--- config.mk ---
export PLATFORM = sky130hd
export DESIGN_NAME = linear_adsr_envelope
export DESIGN_NICKNAME = d
export VERILOG_FILES = /design/src/rtl/lae_pkg.sv /design/src/rtl/linear_adsr_envelope.sv
export VERILOG_INCLUDE_DIRS = /design/src /design/src/rtl
export SDC_FILE = /design/constraint.sdc
export NUM_CORES = 1
export LEC_CHECK = 0
export ABC_AREA = 1
export CORE_AREA = 2 2 183 185
export DETAILED_ROUTE_END_ITERATION = 7
export DIE_AREA = 0 0 185 187
export DONT_BUFFER_PORTS = 1
export PLACE_DENSITY = 0.75
export SLEW_MARGIN = 20
export SYNTH_ARGS = -nofsm -noshare
export SYNTH_HDL_FRONTEND = slang
export SYNTH_SLANG_ARGS = --single-unit
--- constraint.sdc ---
create_clock -name clk -period 10.5 [get_ports clk]
set_input_delay 1.575 -clock clk [delete_from_list [all_inputs] [get_ports clk]]
set_output_delay 1.575 -clock clk [all_outputs]
set_load 0.005 [all_outputs]
--- src/rtl/linear_adsr_envelope_defines.svh ---
// Assertion macros shared by the envelope RTL.
`ifndef LINEAR_ADSR_ENVELOPE_DEFINES_SVH
`define LINEAR_ADSR_ENVELOPE_DEFINES_SVH

// The consequent must hold in the same cycle as the antecedent.
`define LAE_CHECK(label, ante, cons) \
	label: assert property (@(posedge clk) disable iff (!arst_n) (ante) |-> (cons)) \
		else $error("envelope check failed");

// The consequent must hold in the cycle after the antecedent.
`define LAE_CHECK_NEXT(label, ante, cons) \
	label: assert property (@(posedge clk) disable iff (!arst_n) (ante) |=> (cons)) \
		else $error("envelope check failed");

`endif

--- src/rtl/lae_pkg.sv ---
package lae_pkg;

	localparam int TIME_BITS_DEF  = 24;
	localparam int LEVEL_BITS_DEF = 16;
	localparam int DECAY_RESET    = 48000;

	localparam int CFG_INDEX_BITS = 8;

	localparam logic [CFG_INDEX_BITS-1:0] CFG_ATTACK  = 8'd0;
	localparam logic [CFG_INDEX_BITS-1:0] CFG_DECAY   = 8'd1;
	localparam logic [CFG_INDEX_BITS-1:0] CFG_SUSTAIN = 8'd2;
	localparam logic [CFG_INDEX_BITS-1:0] CFG_RELEASE = 8'd3;

	typedef enum logic [2:0] {
		STG_OFF     = 3'd0,
		STG_ATTACK  = 3'd1,
		STG_DECAY   = 3'd2,
		STG_SUSTAIN = 3'd3,
		STG_RELEASE = 3'd4
	} stage_t;

endpackage

--- src/rtl/linear_adsr_envelope.sv ---
// An accepted transaction goes from idle straight to finish when no ramp division is
// needed, otherwise through the bit-serial shift-add multiplier and then the restoring
// divider, both in one shared register; finish registers the result once the output is
// free. A new sample is taken only in idle; in_stall is high in every other state.
// Reset (arst_n low) clears the stage to off, the level, the elapsed count and the
// registers to their defaults at once; no clearing pass is needed.
`include "linear_adsr_envelope_defines.svh"

module linear_adsr_envelope #(
	parameter int TIME_BITS  = lae_pkg::TIME_BITS_DEF,
	parameter int LEVEL_BITS = lae_pkg::LEVEL_BITS_DEF,
	localparam int CFG_BITS  = (TIME_BITS > LEVEL_BITS) ? TIME_BITS : LEVEL_BITS
) (
	input  logic                               clk,
	input  logic                               arst_n,
	input  logic                               in_valid,
	output logic                               in_stall,
	input  logic                               gate,
	output logic                               out_valid,
	input  logic                               out_stall,
	output logic [LEVEL_BITS-1:0]              level,
	output logic [2:0]                         stage,
	input  logic                               cfg_valid,
	output logic                               cfg_ready,
	input  logic [lae_pkg::CFG_INDEX_BITS-1:0] cfg_index,
	input  logic [CFG_BITS-1:0]                cfg_data
);

	localparam int N        = TIME_BITS + LEVEL_BITS;
	localparam int CNT_BITS = $clog2(LEVEL_BITS);
	localparam logic [LEVEL_BITS-1:0] FULL = {LEVEL_BITS{1'b1}};
	localparam logic [TIME_BITS-1:0]  TMAX = {TIME_BITS{1'b1}};

	typedef enum logic [1:0] {ST_IDLE, ST_MUL, ST_DIV, ST_FIN} fsm_t;
	typedef enum logic [1:0] {OP_NONE, OP_ATTACK, OP_DECAY, OP_RELEASE} op_t;

	fsm_t                  fsm_q;
	op_t                   op_q;
	logic [CNT_BITS-1:0]   cnt_q;
	logic [N-1:0]          p_q;
	logic [TIME_BITS-1:0]  a_q;
	logic [TIME_BITS-1:0]  den_q;

	logic [TIME_BITS-1:0]  attack_q;
	logic [TIME_BITS-1:0]  decay_q;
	logic [LEVEL_BITS-1:0] sustain_q;
	logic [TIME_BITS-1:0]  release_q;

	lae_pkg::stage_t       stage_q;
	logic [TIME_BITS-1:0]  elapsed_q;
	logic [LEVEL_BITS-1:0] level_q;
	logic [LEVEL_BITS-1:0] rel_start_q;

	lae_pkg::stage_t       res_stage_q;
	logic [LEVEL_BITS-1:0] res_level_q;

	lae_pkg::stage_t       out_stage_q;
	logic [LEVEL_BITS-1:0] out_level_q;
	logic                  out_valid_q;

	lae_pkg::stage_t       st0;
	logic [TIME_BITS-1:0]  el0;
	logic [TIME_BITS-1:0]  el1;
	logic [LEVEL_BITS-1:0] rs0;
	lae_pkg::stage_t       acc_stage;
	logic [LEVEL_BITS-1:0] acc_level;
	logic [TIME_BITS-1:0]  acc_elapsed;
	op_t                   acc_op;
	logic [TIME_BITS-1:0]  acc_a;
	logic [LEVEL_BITS-1:0] acc_b;
	logic [TIME_BITS-1:0]  acc_den;

	logic [TIME_BITS:0]    mul_sum;
	logic [N-1:0]          mul_next;
	logic [TIME_BITS:0]    div_t;
	logic [TIME_BITS:0]    div_diff;
	logic                  div_ge;
	logic [N-1:0]          div_next;

	logic [LEVEL_BITS-1:0] quot;
	logic [LEVEL_BITS-1:0] decay_lv;
	lae_pkg::stage_t       fin_stage;
	logic [LEVEL_BITS-1:0] fin_level;

	logic                  in_acc;
	logic                  out_free;

	assign in_stall  = (fsm_q != ST_IDLE);
	assign in_acc    = in_valid && !in_stall;
	assign out_free  = !out_valid_q || !out_stall;
	assign cfg_ready = 1'b1;
	assign out_valid = out_valid_q;
	assign level     = out_level_q;
	assign stage     = out_stage_q;

	always_comb begin
		st0 = stage_q;
		el0 = elapsed_q;
		rs0 = rel_start_q;
		if (gate && stage_q == lae_pkg::STG_OFF) begin
			st0 = lae_pkg::STG_ATTACK;
			el0 = '0;
		end else if (!gate && (stage_q == lae_pkg::STG_ATTACK ||
				stage_q == lae_pkg::STG_DECAY || stage_q == lae_pkg::STG_SUSTAIN)) begin
			st0 = lae_pkg::STG_RELEASE;
			rs0 = level_q;
			el0 = '0;
		end
		el1 = (el0 != TMAX) ? el0 + TIME_BITS'(1) : el0;

		acc_stage   = lae_pkg::STG_OFF;
		acc_level   = '0;
		acc_elapsed = el1;
		acc_op      = OP_NONE;
		acc_a       = el1;
		acc_b       = FULL;
		acc_den     = attack_q;
		unique case (st0)
			lae_pkg::STG_ATTACK: begin
				if (attack_q == '0 || el1 >= attack_q) begin
					acc_level   = FULL;
					acc_stage   = lae_pkg::STG_DECAY;
					acc_elapsed = '0;
				end else begin
					acc_op    = OP_ATTACK;
					acc_stage = lae_pkg::STG_ATTACK;
				end
			end
			lae_pkg::STG_DECAY: begin
				acc_den = decay_q;
				acc_b   = FULL - sustain_q;
				if (decay_q == '0 || el1 >= decay_q) begin
					acc_level = sustain_q;
					acc_stage = lae_pkg::STG_SUSTAIN;
				end else begin
					acc_op    = OP_DECAY;
					acc_stage = lae_pkg::STG_DECAY;
				end
			end
			lae_pkg::STG_SUSTAIN: begin
				acc_level = sustain_q;
				acc_stage = lae_pkg::STG_SUSTAIN;
			end
			lae_pkg::STG_RELEASE: begin
				acc_den = release_q;
				acc_a   = release_q - el1;
				acc_b   = rs0;
				if (release_q == '0 || el1 >= release_q) begin
					acc_level = '0;
					acc_stage = lae_pkg::STG_OFF;
				end else begin
					acc_op    = OP_RELEASE;
					acc_stage = lae_pkg::STG_RELEASE;
				end
			end
			default: begin
				acc_level = '0;
				acc_stage = lae_pkg::STG_OFF;
			end
		endcase
	end

	// One multiplier bit per cycle, then one quotient bit per cycle in the same register.
	always_comb begin
		mul_sum  = {1'b0, p_q[N-1:LEVEL_BITS]} + (p_q[0] ? {1'b0, a_q} : '0);
		mul_next = {mul_sum, p_q[LEVEL_BITS-1:1]};
		div_t    = p_q[N-1:LEVEL_BITS-1];
		div_diff = div_t - {1'b0, den_q};
		div_ge   = (div_t >= {1'b0, den_q});
		div_next = {(div_ge ? div_diff[TIME_BITS-1:0] : div_t[TIME_BITS-1:0]),
			p_q[LEVEL_BITS-2:0], div_ge};
	end

	always_comb begin
		quot      = p_q[LEVEL_BITS-1:0];
		decay_lv  = FULL - quot;
		fin_stage = res_stage_q;
		fin_level = res_level_q;
		case (op_q)
			OP_ATTACK: begin
				fin_level = quot;
				fin_stage = lae_pkg::STG_ATTACK;
			end
			OP_DECAY: begin
				if (decay_lv <= sustain_q) begin
					fin_level = sustain_q;
					fin_stage = lae_pkg::STG_SUSTAIN;
				end else begin
					fin_level = decay_lv;
					fin_stage = lae_pkg::STG_DECAY;
				end
			end
			OP_RELEASE: begin
				fin_level = quot;
				fin_stage = (quot == '0) ? lae_pkg::STG_OFF : lae_pkg::STG_RELEASE;
			end
			default: begin
				fin_stage = res_stage_q;
				fin_level = res_level_q;
			end
		endcase
	end

	always_ff @(posedge clk or negedge arst_n) begin
		if (!arst_n) begin
			attack_q  <= '0;
			decay_q   <= TIME_BITS'(lae_pkg::DECAY_RESET);
			sustain_q <= '0;
			release_q <= '0;
		end else if (cfg_valid && cfg_ready) begin
			unique case (cfg_index)
				lae_pkg::CFG_ATTACK:  attack_q  <= cfg_data[TIME_BITS-1:0];
				lae_pkg::CFG_DECAY:   decay_q   <= cfg_data[TIME_BITS-1:0];
				lae_pkg::CFG_SUSTAIN: sustain_q <= cfg_data[LEVEL_BITS-1:0];
				lae_pkg::CFG_RELEASE: release_q <= cfg_data[TIME_BITS-1:0];
				default: ;
			endcase
		end
	end

	always_ff @(posedge clk or negedge arst_n) begin
		if (!arst_n) begin
			fsm_q       <= ST_IDLE;
			op_q        <= OP_NONE;
			cnt_q       <= '0;
			p_q         <= '0;
			a_q         <= '0;
			den_q       <= '0;
			stage_q     <= lae_pkg::STG_OFF;
			elapsed_q   <= '0;
			level_q     <= '0;
			rel_start_q <= '0;
			res_stage_q <= lae_pkg::STG_OFF;
			res_level_q <= '0;
			out_stage_q <= lae_pkg::STG_OFF;
			out_level_q <= '0;
			out_valid_q <= 1'b0;
		end else begin
			if (out_valid_q && !out_stall && fsm_q != ST_FIN) begin
				out_valid_q <= 1'b0;
			end
			unique case (fsm_q)
				ST_IDLE: begin
					if (in_acc) begin
						elapsed_q   <= acc_elapsed;
						rel_start_q <= rs0;
						op_q        <= acc_op;
						res_stage_q <= acc_stage;
						res_level_q <= acc_level;
						a_q         <= acc_a;
						den_q       <= acc_den;
						p_q         <= {{TIME_BITS{1'b0}}, acc_b};
						cnt_q       <= CNT_BITS'(LEVEL_BITS - 1);
						fsm_q       <= (acc_op == OP_NONE) ? ST_FIN : ST_MUL;
					end
				end
				ST_MUL: begin
					p_q <= mul_next;
					if (cnt_q == '0) begin
						cnt_q <= CNT_BITS'(LEVEL_BITS - 1);
						fsm_q <= ST_DIV;
					end else begin
						cnt_q <= cnt_q - CNT_BITS'(1);
					end
				end
				ST_DIV: begin
					p_q   <= div_next;
					cnt_q <= cnt_q - CNT_BITS'(1);
					if (cnt_q == '0) begin
						fsm_q <= ST_FIN;
					end
				end
				ST_FIN: begin
					if (out_free) begin
						stage_q     <= fin_stage;
						level_q     <= fin_level;
						out_stage_q <= fin_stage;
						out_level_q <= fin_level;
						out_valid_q <= 1'b1;
						fsm_q       <= ST_IDLE;
					end
				end
				default: fsm_q <= ST_IDLE;
			endcase
		end
	end

	`LAE_CHECK_NEXT(a_accept_goes_busy, in_valid && !in_stall, fsm_q != ST_IDLE)
	`LAE_CHECK(a_result_from_finish, $rose(out_valid), $past(fsm_q) == ST_FIN)
	`LAE_CHECK(a_off_is_silent, stage_q == lae_pkg::STG_OFF, level_q == '0)
	`LAE_CHECK(a_div_remainder_bound, fsm_q == ST_DIV, p_q[N-1:LEVEL_BITS] < den_q)

endmodule

* Yosys cells after proc, flatten, opt, wreduce, memory -nomap -nowiden
Cells that the tools add are included.
** Operators by class
- $add $sub $neg :: 7
- Order comparisons :: 5
- Equal/unequal tests :: 22
- Muxes and demuxes :: 44
- Reduce and logical (&&, ||, !) cells :: 35
** Operators by type and width (count)
- two-way mux 24 bit :: 8
- one-hot mux 40 bit (3 select lines) :: 1
- two-way mux 16 bit :: 5
- >= comparator 24 bit :: 3
- logical NOT 24 bit :: 3
- one-hot mux 16 bit (2 select lines) :: 2
- one-hot mux 16 bit (3 select lines) :: 1
- one-hot mux 24 bit (2 select lines) :: 1
- subtractor 24 bit :: 2
- two-way mux 40 bit :: 1
- subtractor 16 bit, first input constant :: 2
- adder 24 x 24 -> 25 bit :: 1
- >= comparator 25 x 24 -> 1 bit :: 1
- adder 24 x 1 -> 24 bit, second input constant :: 1
- != test 24 bit, second input constant :: 1
- equality test 8 x 2 -> 1 bit, second input constant :: 2
- less-or-equal comparator 16 bit :: 1
- logical NOT 16 bit :: 1
- two-way mux 2 bit :: 8
- AND reduction 2 bit :: 7
- equality test 3 x 2 -> 1 bit, second input constant :: 4
- two-way mux 3 bit :: 4
- one-hot mux 3 bit (4 select lines) :: 1
- one-hot mux 4 bit (3 select lines) :: 1
- other kinds (23) :: 51
** Storage, ports and cells
- Register bits :: 263
- Output and inout port bits :: 22
- Word-level logic and storage cells :: 130

* Depth between registers and ports, before layout
- Word-level depth :: 16
- Depth in mapped cells :: 44
- Mapped depth without buffers :: 39

* Least setup slack after synthesis
No wires, ideal clock.
- Path type :: input to register
- From :: in gate
- To :: reg a_q[18]
- Arrival time :: 5647 ps
- Setup slack :: 4732 ps
- Cell stages on the path :: 34
- Path buffers :: 4
- Cell sequence :: nor2_1 nand2_4 buf_8 clkinv_1 nor3_2 buf_4 ha_1 buf_2 nand2_1 inv_1 nand3_2 nor2_2 nand3_4 nor2_8 nand2_4 buf_6 xnor2_1 inv_1 ha_1 inv_1 fa_1 a21oi_1 o21ai_0 nand2_1 nand2_1 a21oi_1 o221ai_1 a21boi_2 o21ai_1 nand2_1 nand4_1 nand3_1 o21ai_1 nand2_1
** Between the ends
- Longest elaborated chain between the ends :: 8
** Ends and longest elaborated chain
- start, declared :: line linear_adsr_envelope.sv:18 : input logic gate,
- logical NOT 1 bit :: line linear_adsr_envelope.sv:103 : end else if (!gate && (stage_q == lae_pkg::STG_ATTACK ||
- logical AND 1 bit :: line linear_adsr_envelope.sv:103
- two-way mux 24 bit :: line linear_adsr_envelope.sv:103
- two-way mux 24 bit :: line linear_adsr_envelope.sv:100 : if (gate && stage_q == lae_pkg::STG_OFF) begin
- adder 24 x 1 -> 24 bit or != test 24 bit (tied branches) :: line linear_adsr_envelope.sv:109 : el1 = (el0 != TMAX) ? el0 + TIME_BITS'(1) : el0;
- two-way mux 24 bit :: line linear_adsr_envelope.sv:109
- subtractor 24 bit :: line linear_adsr_envelope.sv:146 : acc_a = release_q - el1;
- two-way mux 24 bit * :: line linear_adsr_envelope.sv:118 : unique case (st0)
- end signal, assigned :: line linear_adsr_envelope.sv:227 : a_q <= '0;
- end signal, assigned :: line linear_adsr_envelope.sv:250 : a_q <= acc_a;
- end, declared :: line linear_adsr_envelope.sv:41 : logic [TIME_BITS-1:0] a_q;
Every way passes the cells marked *; elsewhere a longest branch is shown, timed or not.
A chain may end at the register's enable or synchronous reset.

* Worst setup path after layout
Same ends and word-level chain as after synthesis.

==> metrics.txt <==
status completed; sequential fraction of the synthesis area 0.342; hold path endpoint a_q[0]$_DFFE_PN0P_; Placement Cell Area ~20000 um^2; reg2reg setup slack 4.04 ns; # diodes 0; Worst setup EP type flop; largest cells by area after synthesis dfrtp_1 33%, nand2_1 12%, ha_1 8.4%, inv_1 7.0%, o21ai_0 6.3%; Reg power frac 0.264; min-delay worst type reg -> reg; Ports 60; P_sw roughly 2800 uW; slowest cell on the critical path nor3_2; Async SR Flop Fraction 1.00; Overflow after GRT 0; most common flop cell mapped by yosys dfrtp_1; clk buf depth 3; Peak Freq approximately 150 MHz; final hold violations 0; max incr delay on CP just under 0.7 ns; internal power about 3000 uW; clock root cell clkbuf_16; drt wl/cell ~21 um; die span in y between 150 and 200 um; Yosys warning count 0; HP Start a_q[0]$_DFFE_PN0P_; htree depth 1; synthesized flop and latch total approximately 260; vias in the first global route between 15000 and 20000; PwrDens 284 nW/um^2; Die X approximately 190 um; cell area after synthesis between 15000 and 20000 um^2; total die area roughly 35000 um^2; cts repair resizes 0; final wirelength around 66 mm; Area Growth Syn to Fin 7.40%; worst path arrival time between 7 and 8 ns; area of the core between 30000 and 40000 um^2; critical path required time 11.00 ns; crit path time final just under 7 ns; post-synth net total 2807; clock sinks roughly 260; via count 18800; Clock power frac 0.217; number of synthesized flops with an enable pin 0; vias per cell 6.16; leakage a little over 0.01 uW; nets@finish approximately 2700; DRC 0; R2R depth 31; launching point of the worst reg2reg path stage[1]$_DFFE_PN0P_; pin count of the biggest net entering global routing between 200 and 300; skew final between 0.02 and 0.03 ns; Switching Fraction 0.475; Final Util 0.630; Setup Buffers After CTS 0; max-slew violation count 0; cell taking the most area after synthesis dfrtp_1; cell count after placement ~3000; post-route ant nets 0; GP Congestion 1.11; hold path cells 2; commonest non-fill, non-tap cell in the layout nand2_1; fin cells 3051; Crit Path Category in -> reg; syn avg cell area between 7 and 8 um^2; Final Cell Area between 20000 and 25000 um^2; most frequent cells in the layout 626 x nand2_1, 361 x inv_1, 256 x dfrtp_1; post-DP HPWL between 40 and 50 mm; RSZ-0062 raised after global routing no; Cell Rows between 60 and 70; # Max-Cap Violations 0; cells after synthesis between 2000 and 3000; number of port buffers 0; worst reg2reg endpoint a_q[18]$_DFFE_PN0P_; Synth cell types 63; crit-path max FO 31; Sum Neg Setup Slack 0 ns; Comb power frac 0.519; initial antenna violation count 1; initial DRC count a little under 2000; Hold-fix buffers, CTS 0; global-route wire length before repair between 100 and 150 mm; post-synth top area share 0.332; DRT Pass-1 Iters 7; Worst-Margin Slew 1.18 ns; Skew-Pair Late Insertion Delay between 0.6 and 0.7 ns; clock slew at reported path FFs ~0.06 ns; CTS tree done; post-route total power 5880 uW; Final Cycle Share 0.652; ratio of cells with drive above 1 in the final layout 0.0703; Rel. slew slack 0.206; cell mode on critical path nand2_1; GRT Overall Usage 0.379; Finish-stage setup viols 0; startpoint class of the critical path input port; Max VDD drop between 0.15 and 0.2 mV; Starting Density 0.586; cts bufs inserted 31
[synth_stat cells, types with 15 or more instances]
master,count
a21oi_1,160
a221oi_1,22
a22o_1,20
a22oi_1,34
clkbuf_1,89
dfrtp_1,256
ha_1,130
inv_1,361
nand2_1,628
nand2_2,16
nand3_1,161
nand4_1,53
nor2_1,126
nor2_2,15
nor3_1,18
nor4_1,17
o211ai_1,20
o21ai_0,244
o221ai_1,38
o22ai_1,20
xnor2_1,21
xor2_1,27
[worst max-delay path: cells and delay by family]
family,cells,cell delay [ns]
AO/OA/AOI/OAI,7,1.60
XOR/XNOR,1,0.44
adder cells (fa/ha/maj),3,0.85
buffers and inverters,4,0.42
AND/OR/NAND/NOR,15,2.40
[layer usage]
metal,vias to the layer above,global-route usage,wire (um)
li1,8771,-,-
met1,8893,0.519,27200
met2,960,0.596,29600
met3,172,0.0627,5690
met4,2,0.159,3060
met5,-,0,14
[worst max-delay path by stage]
stage	from	end	slack, ns	cells past startpoint
after global routing	gate	a_q[18]$_DFFE_PN0P_	3.16	29
after CTS	gate	res_stage_q[1]$_DFFE_PN0P_	3.80	26
final	gate	a_q[18]$_DFFE_PN0P_	3.66	30
after floorplan	gate	a_q[18]$_DFFE_PN0P_	4.73	34
after detailed placement	gate	res_stage_q[1]$_DFFE_PN0P_	3.22	26
after global placement	gate	res_stage_q[1]$_DFFE_PN0P_	3.39	26
[through the flow]
stage / worst slack [ns] / hold slack (ns)
6_report: 3.66 / 0.483
5_1_grt: 3.16 / 0.501
2_1_floorplan: 4.73 / 0.448
4_1_cts: 3.80 / 0.484
3_3_place_gp: 3.39 / 0.462
3_5_place_dp: 3.22 / 0.469
[logic make-up (layout without fill, tap and decap cells)]
family          count (synthesis)  in the layout  synth area share
mux                             1              1          0.000519
flops                         263            263             0.342
buf+inv                       487            454            0.0996
xor+xnor                       51             51            0.0243
other cells                     1              1          0.000195
fa+ha+maj                     133            133            0.0875
simple gates                 1080           1080             0.252
compound gates                620            620             0.194
[sequential cells by signal (all words and copies together) (netlist names), 16 cells and up]
register,cells
den_q,24
p_q,40
sustain_q,16
rel_start_q,16
attack_q,24
level,16
a_q,24
res_level_q,16
decay_q,24
release_q,24
elapsed_q,24
[power groups by stage]
stage	registers, uW	logic (uW)	clock network [uW]
2_1_floorplan	1460	2240	0
3_3_place_gp	1540	2900	0
3_5_place_dp	1560	2960	0
4_1_cts	1540	2980	1280
5_1_grt	1580	3370	1320
6_report	1550	3050	1280
[layout make-up]
cell class,instances,area (um^2)
clock buffers,38,852
clock inverters,20,354
fillers,3039,12200
inverters,378,1420
multi-input cells,1886,10800
flip-flops and latches,263,6590
well taps,448,561
repair buffers,18,135
Note: power is estimated with default switching activity, not from simulation.
